### src/rtl/ppf_pkg.sv
`timescale 1ns / 1ps
`default_nettype none
// ----------------------------------------------------------------------------
// ppf_pkg: shared types and constants of the pairwise particle force unit
// Field widths, fixed-point constants and the divider sideband type.
// ----------------------------------------------------------------------------
package ppf_pkg;

  localparam int TYPE_W    = 5;
  localparam int DIST_W    = 20;
  localparam int CODE_W    = 3;
  localparam int SCALE_W   = 16;
  localparam int FMAX_W    = 16;
  localparam int ENTRY_W   = CODE_W + 1 + SCALE_W;
  localparam int RADIUS_W  = SCALE_W + DIST_W;   // Q20.16 effective radius
  localparam int QUOT_W    = 17;                 // normalized distance, 0..65536
  localparam int FORCE_W   = 17;
  localparam int CURVE_W   = 18;                 // signed Q1.16 curve value
  localparam int CFG_IDX_W = 1;

  localparam int DEF_MAX_TYPES       = 32;
  localparam int DEF_SINE_DEPTH      = 256;
  localparam int DEF_MOUNTAIN_DEPTH  = 256;

  localparam logic [DIST_W-1:0] RADIUS_MAX_RST = 20'd128000;
  localparam logic [FMAX_W-1:0] FORCE_MAX_RST  = 16'd13107;

  localparam longint unsigned ONE_Q30    = 64'd1073741824;
  localparam longint unsigned HALFPI_Q30 = 64'd1686629713;
  localparam int              ONE_Q16    = 65536;

  typedef enum logic [CFG_IDX_W-1:0] {
    CFG_RADIUS_MAX = 1'b0,
    CFG_FORCE_MAX  = 1'b1
  } cfg_idx_t;

  typedef enum logic {
    KIND_WRITE = 1'b0,
    KIND_QUERY = 1'b1
  } kind_t;

  typedef enum logic [CODE_W-1:0] {
    CURVE_CONST    = 3'd0,
    CURVE_FALLING  = 3'd1,
    CURVE_RISING   = 3'd2,
    CURVE_NEG_SINE = 3'd3,
    CURVE_DOUBLE   = 3'd4,
    CURVE_MOUNTAIN = 3'd5
  } curve_t;

  // Control that rides along the divider pipeline.
  typedef struct packed {
    logic [CODE_W-1:0] code;
    logic              sign;
    logic              beyond;
    logic              in_range;
  } div_side_t;

endpackage : ppf_pkg
`default_nettype wire

### src/rtl/ppf_divider.sv
`timescale 1ns / 1ps
`default_nettype none
// ----------------------------------------------------------------------------
// ppf_divider: pipelined restoring divider
// One quotient bit per stage, floor(dist * 2^32 / radius), 17 bits.
// ----------------------------------------------------------------------------
module ppf_divider (
  input  wire logic                          clk,
  input  wire logic                          rst_n,
  input  wire logic                          en,
  input  wire logic                          in_valid,
  input  wire logic [ppf_pkg::DIST_W-1:0]    in_dist,
  input  wire logic [ppf_pkg::RADIUS_W-1:0]  in_den,
  input  wire ppf_pkg::div_side_t            in_side,
  output logic                               out_valid,
  output logic [ppf_pkg::QUOT_W-1:0]         out_quot,
  output ppf_pkg::div_side_t                 out_side
);
  import ppf_pkg::*;

  localparam int NSTG = QUOT_W;

  logic                 vld_r  [NSTG+1];
  logic [RADIUS_W-1:0]  rem_r  [NSTG+1];
  logic [RADIUS_W-1:0]  den_r  [NSTG+1];
  logic [QUOT_W-1:0]    quot_r [NSTG+1];
  div_side_t            side_r [NSTG+1];

  // entry stage: remainder starts at dist * 2^15, below radius when in range
  always_ff @(posedge clk) begin
    if (!rst_n) begin
      vld_r[0] <= 1'b0;
    end else if (en) begin
      vld_r[0] <= in_valid;
    end
  end

  always_ff @(posedge clk) begin
    if (en) begin
      rem_r[0]  <= RADIUS_W'({in_dist, 15'd0});
      den_r[0]  <= in_den;
      quot_r[0] <= '0;
      side_r[0] <= in_side;
    end
  end

  for (genvar s = 0; s < NSTG; s++) begin : g_stage
    logic [RADIUS_W:0] trial;
    logic              ge;
    logic [RADIUS_W:0] diff;

    assign trial = {rem_r[s], 1'b0};
    assign ge    = trial >= {1'b0, den_r[s]};
    assign diff  = trial - {1'b0, den_r[s]};

    always_ff @(posedge clk) begin
      if (!rst_n) begin
        vld_r[s+1] <= 1'b0;
      end else if (en) begin
        vld_r[s+1] <= vld_r[s];
      end
    end

    always_ff @(posedge clk) begin
      if (en) begin
        rem_r[s+1]  <= ge ? diff[RADIUS_W-1:0] : trial[RADIUS_W-1:0];
        den_r[s+1]  <= den_r[s];
        quot_r[s+1] <= {quot_r[s][QUOT_W-2:0], ge};
        side_r[s+1] <= side_r[s];
      end
    end
  end

  assign out_valid = vld_r[NSTG];
  assign out_quot  = quot_r[NSTG];
  assign out_side  = side_r[NSTG];

endmodule : ppf_divider
`default_nettype wire

### config.mk
export PLATFORM = sky130hd
export DESIGN_NAME = ppf_divider
export DESIGN_NICKNAME = d
export VERILOG_FILES = /design/src/rtl/ppf_pkg.sv /design/src/rtl/ppf_divider.sv
export SDC_FILE = /design/constraint.sdc
export NUM_CORES = 2
export LEC_CHECK = 0
export BUFFER_PORTS_ARGS = -buffer_cell sky130_fd_sc_hd__buf_2
export CORE_MARGIN = 10
export CORE_UTILIZATION = 40
export CTS_CLUSTER_SIZE = 14
export DETAILED_ROUTE_END_ITERATION = 6
export GPL_TIMING_DRIVEN = 0
export SYNTH_ARGS = -nofsm -noshare
export SYNTH_HDL_FRONTEND = slang
export SYNTH_SLANG_ARGS = --single-unit
export TNS_END_PERCENT = 5
### constraint.sdc
create_clock -name clk -period 4.3 [get_ports clk]
set_clock_uncertainty 0.1 [all_clocks]
set_input_delay 0.645 -clock clk [delete_from_list [all_inputs] [get_ports clk]]
set_output_delay 0.645 -clock clk [all_outputs]
set_load 0.03 [all_outputs]
==> impl_metrics.yaml <==
status:
  status: "completed"
critical_path:
  worst_r2r_startpoint: "rem_r[4][7]"
  cpMaxStageDelayCell: "nand4_1"
  crit_chain: "ha_1, nand4_1, nor2_1, o31a_1, o21ai_2, a31oi_2, o2111ai_1, nand2_2, a21oi_1, o41a_1, buf_4, clkbuf_4, mux2_2"
  path_class: "flop to flop"
  crit_path_end_kind: "flop"
  crit_start: "rem_r[4][7]"
  critPathLaunchType: "flop"
  crit_fanout: 10
  worst-path-buf-inv: 2
  max_stage_delay_ns: 0.46
  critPathTopFamily: "compound AO/OA/AOI/OAI gates"
  worstPathRequired_ns: 4.75
  arrival_ns: 4.65
finish:
  final_cell_mix: "edfxtp_1 (1486), inv_1 (747), a21oi_1 (602)"
  num-nets-final: 8421
  multi_input_area_um2: 35400
  fin_cells: 10700
  mostFrequentLayoutCell: "edfxtp_1"
  ff_latch_area_um2: 44600
  antennaDiodeCount: 0
  drive_gt1_share_pct: 9.21
  fill_cells: 18900
  final_core_util_pct: 45.6
  area_delta_synth_final_pct: 13.5
yosys:
  ys.flop_type: "edfxtp_1"
  yosys_warnings: 0
  netlist_area_um2: 83200
  synth-edff-count: 1486
  seq_area_frac_synth_pct: 53.7
  yosys.area.top_type: "edfxtp_1"
  synth_area_per_cell_um2: 11.3
  ys_types: 98
  syn_nets: 8067
  async_flop_share_pct: 0
  synth.area.top_cells: "edfxtp_1 (54%), ha_1 (9.0%), a21oi_1 (3.7%)"
  yosysTopAreaCellShare_pct: 53.6
  ys_ff_latch: 1487
  syn_inst: 7390
routing:
  ant_nets: 0
  dr.pass1.iters: 5
  dr.first_iter.drc_count: 2584
  drt_wl_total_um: 201000
  wl_per_cell_um: 18.8
  vias_per_cell: 5.24
  via_count: 55900
  drc: 0
pwr:
  power.total_mw: 70.0
  p_leak_nw: 38.7
  power_density_nw_per_um2: 742
  vdd_drop_max_mv: 0.512
timing:
  drv_slew: 0
  grt_setup_unrepaired: "yes"
  worst_pin_slew_ns: 0.960
  max-slew-margin-rel_pct: 35.4
  hold_viol_final: 0
  finalCritPeriodShare_pct: 97.6
  hold_ws_ns: 0.128
  final.min_clock_period_ns: 4.20
  fmax_mhz: 238
  setup_viol: 0
hold_path:
  min_from: "en"
  worstHoldPathType: "input pin to flop"
global_routing:
  grt_first_pass_wirelength_um: 313000
  overflow: 0
  grt_max_degree: 189
  grt_pass1_vias: 58900
  antenna_found_initial: 1
  grt_usage_pct: 17.6
job:
  maxCapViolCount: 0
cts:
  cts.sinks: 1487
  numCtsBuffers: 173
  cts_tree: "built"
  clk_pin_slew_worst_paths_ns: 0.06
  cts_root_buffer: "clkbuf_16"
  clockBufferDepth: 3
  clock_latency_ns: 0.81
  cts_max_level: 4
place:
  port_buffers: 89
  gp_congestion: 1.03
  place_hpwl_um: 156000
  place_inst: 10300
floorplan:
  initial_core_util_pct: 40.2
  design.die.area_um2: 227000
  rows: 167
  chipWidth_um: 476
  num_io_pins: 90
  core_area_um2: 207000
  die_h_um: 476
-- logic make-up (layout without fill, tap and decap cells) --
group	count (synthesis)	in the layout	share of synthesized area, %
AO/OA/AOI/OAI	2003	2003	15.3
XOR/XNOR	475	475	5.00
adder cells (fa/ha/maj)	611	611	9.33
buffers and inverters	942	1444	4.37
flip-flops	1487	1487	53.7
multiplexers	193	193	2.73
AND/OR/NAND/NOR	1679	1679	9.58
-- sequential cells by signal, indices dropped and copies added, names as in the netlist --
register,flops
den_r,612
side_r,108
rem_r,596
quot_r,153
vld_r,18
-- routing by layer --
metal	up-vias	track usage (%)	wire, um
li1	27800	-	-
met1	26300	15.4	65900
met2	1213	35.5	112000
met3	671	2.31	5520
met4	0	13.3	17000
met5	-	0	0
-- power by group --
group / switching, mW / internal [mW]
sequential: 1.91 / 21.2
clock: 6.03 / 8.55
combinational: 19.0 / 13.3
-- Yosys cell counts (29+ instances only) --
master,instances
nor3_1,88
o31ai_1,53
nor4_1,31
nand3_1,137
edfxtp_1,1486
and2_1,42
o21a_1,78
nand2b_1,86
a31oi_1,50
and3_1,88
xnor2_1,278
mux2_2,121
mux2_1,33
o21bai_1,69
mux2_4,29
nor2_1,463
ha_1,596
nand4_1,94
clkbuf_1,144
nand2_1,477
a21oi_1,615
nor2b_1,82
xor2_1,197
inv_1,749
a21o_1,355
a211oi_1,44
o21ai_0,444
-- cell type report --
cell class	count	area share, %
Buffer	187	0.944
Sequential cell	1487	47.3
Timing Repair Buffer	182	1.62
Inverter	752	3.00
Clock inverter	109	1.20
Clock buffer	214	4.79
Tap cell	2788	3.70
Multi-Input combinational cell	4961	37.5
-- worst reg2reg max path, delay by kind of cell, from the launching register on --
kind	cells	cell delay [ns]
multiplexers	1	0.29
adder cells (fa/ha/maj)	1	0.42
AND/OR/NAND/NOR	3	0.94
buffers and inverters	2	0.45
AO/OA/AOI/OAI	6	1.37
flip-flops	1	0.39
-- through the flow --
step | instance area [um2] | TNS [ns] | worst slack [ns]
after global routing | 94400 | -0.0505 | -0.0505
after detailed placement | 87400 | -315.10 | -1.38
final | 94400 | 0 | 0.102
after floorplan | 83200 | 0 | 0.715
after global placement | 87100 | - | -20.79
after CTS | 94100 | -0.440 | -0.201
-- final timing paths --
| kind | to | slack [ns] | cells past startpoint |
|---|---|---|---|
| setup / recovery | rem_r[5][13] | 0.10 | 13 |
| hold / removal | side_r[0][5] | 0.13 | 1 |
| setup reg to reg | rem_r[5][13] | 0.10 | 13 |
| hold reg to reg | side_r[8][2] | 0.31 | 0 |
-- what timing repair did --
action | in CTS | in global routing
resized for setup | 94 | 60
setup buffers | 14 | 6
pin swaps | 12 | 3
endpoints found under the setup margin | 482 | 334
gates cloned | 0 | 0
hold buffers | 63 | 0
hold endpoints to repair | 63 | 0
(Power assumes the default switching activity.)
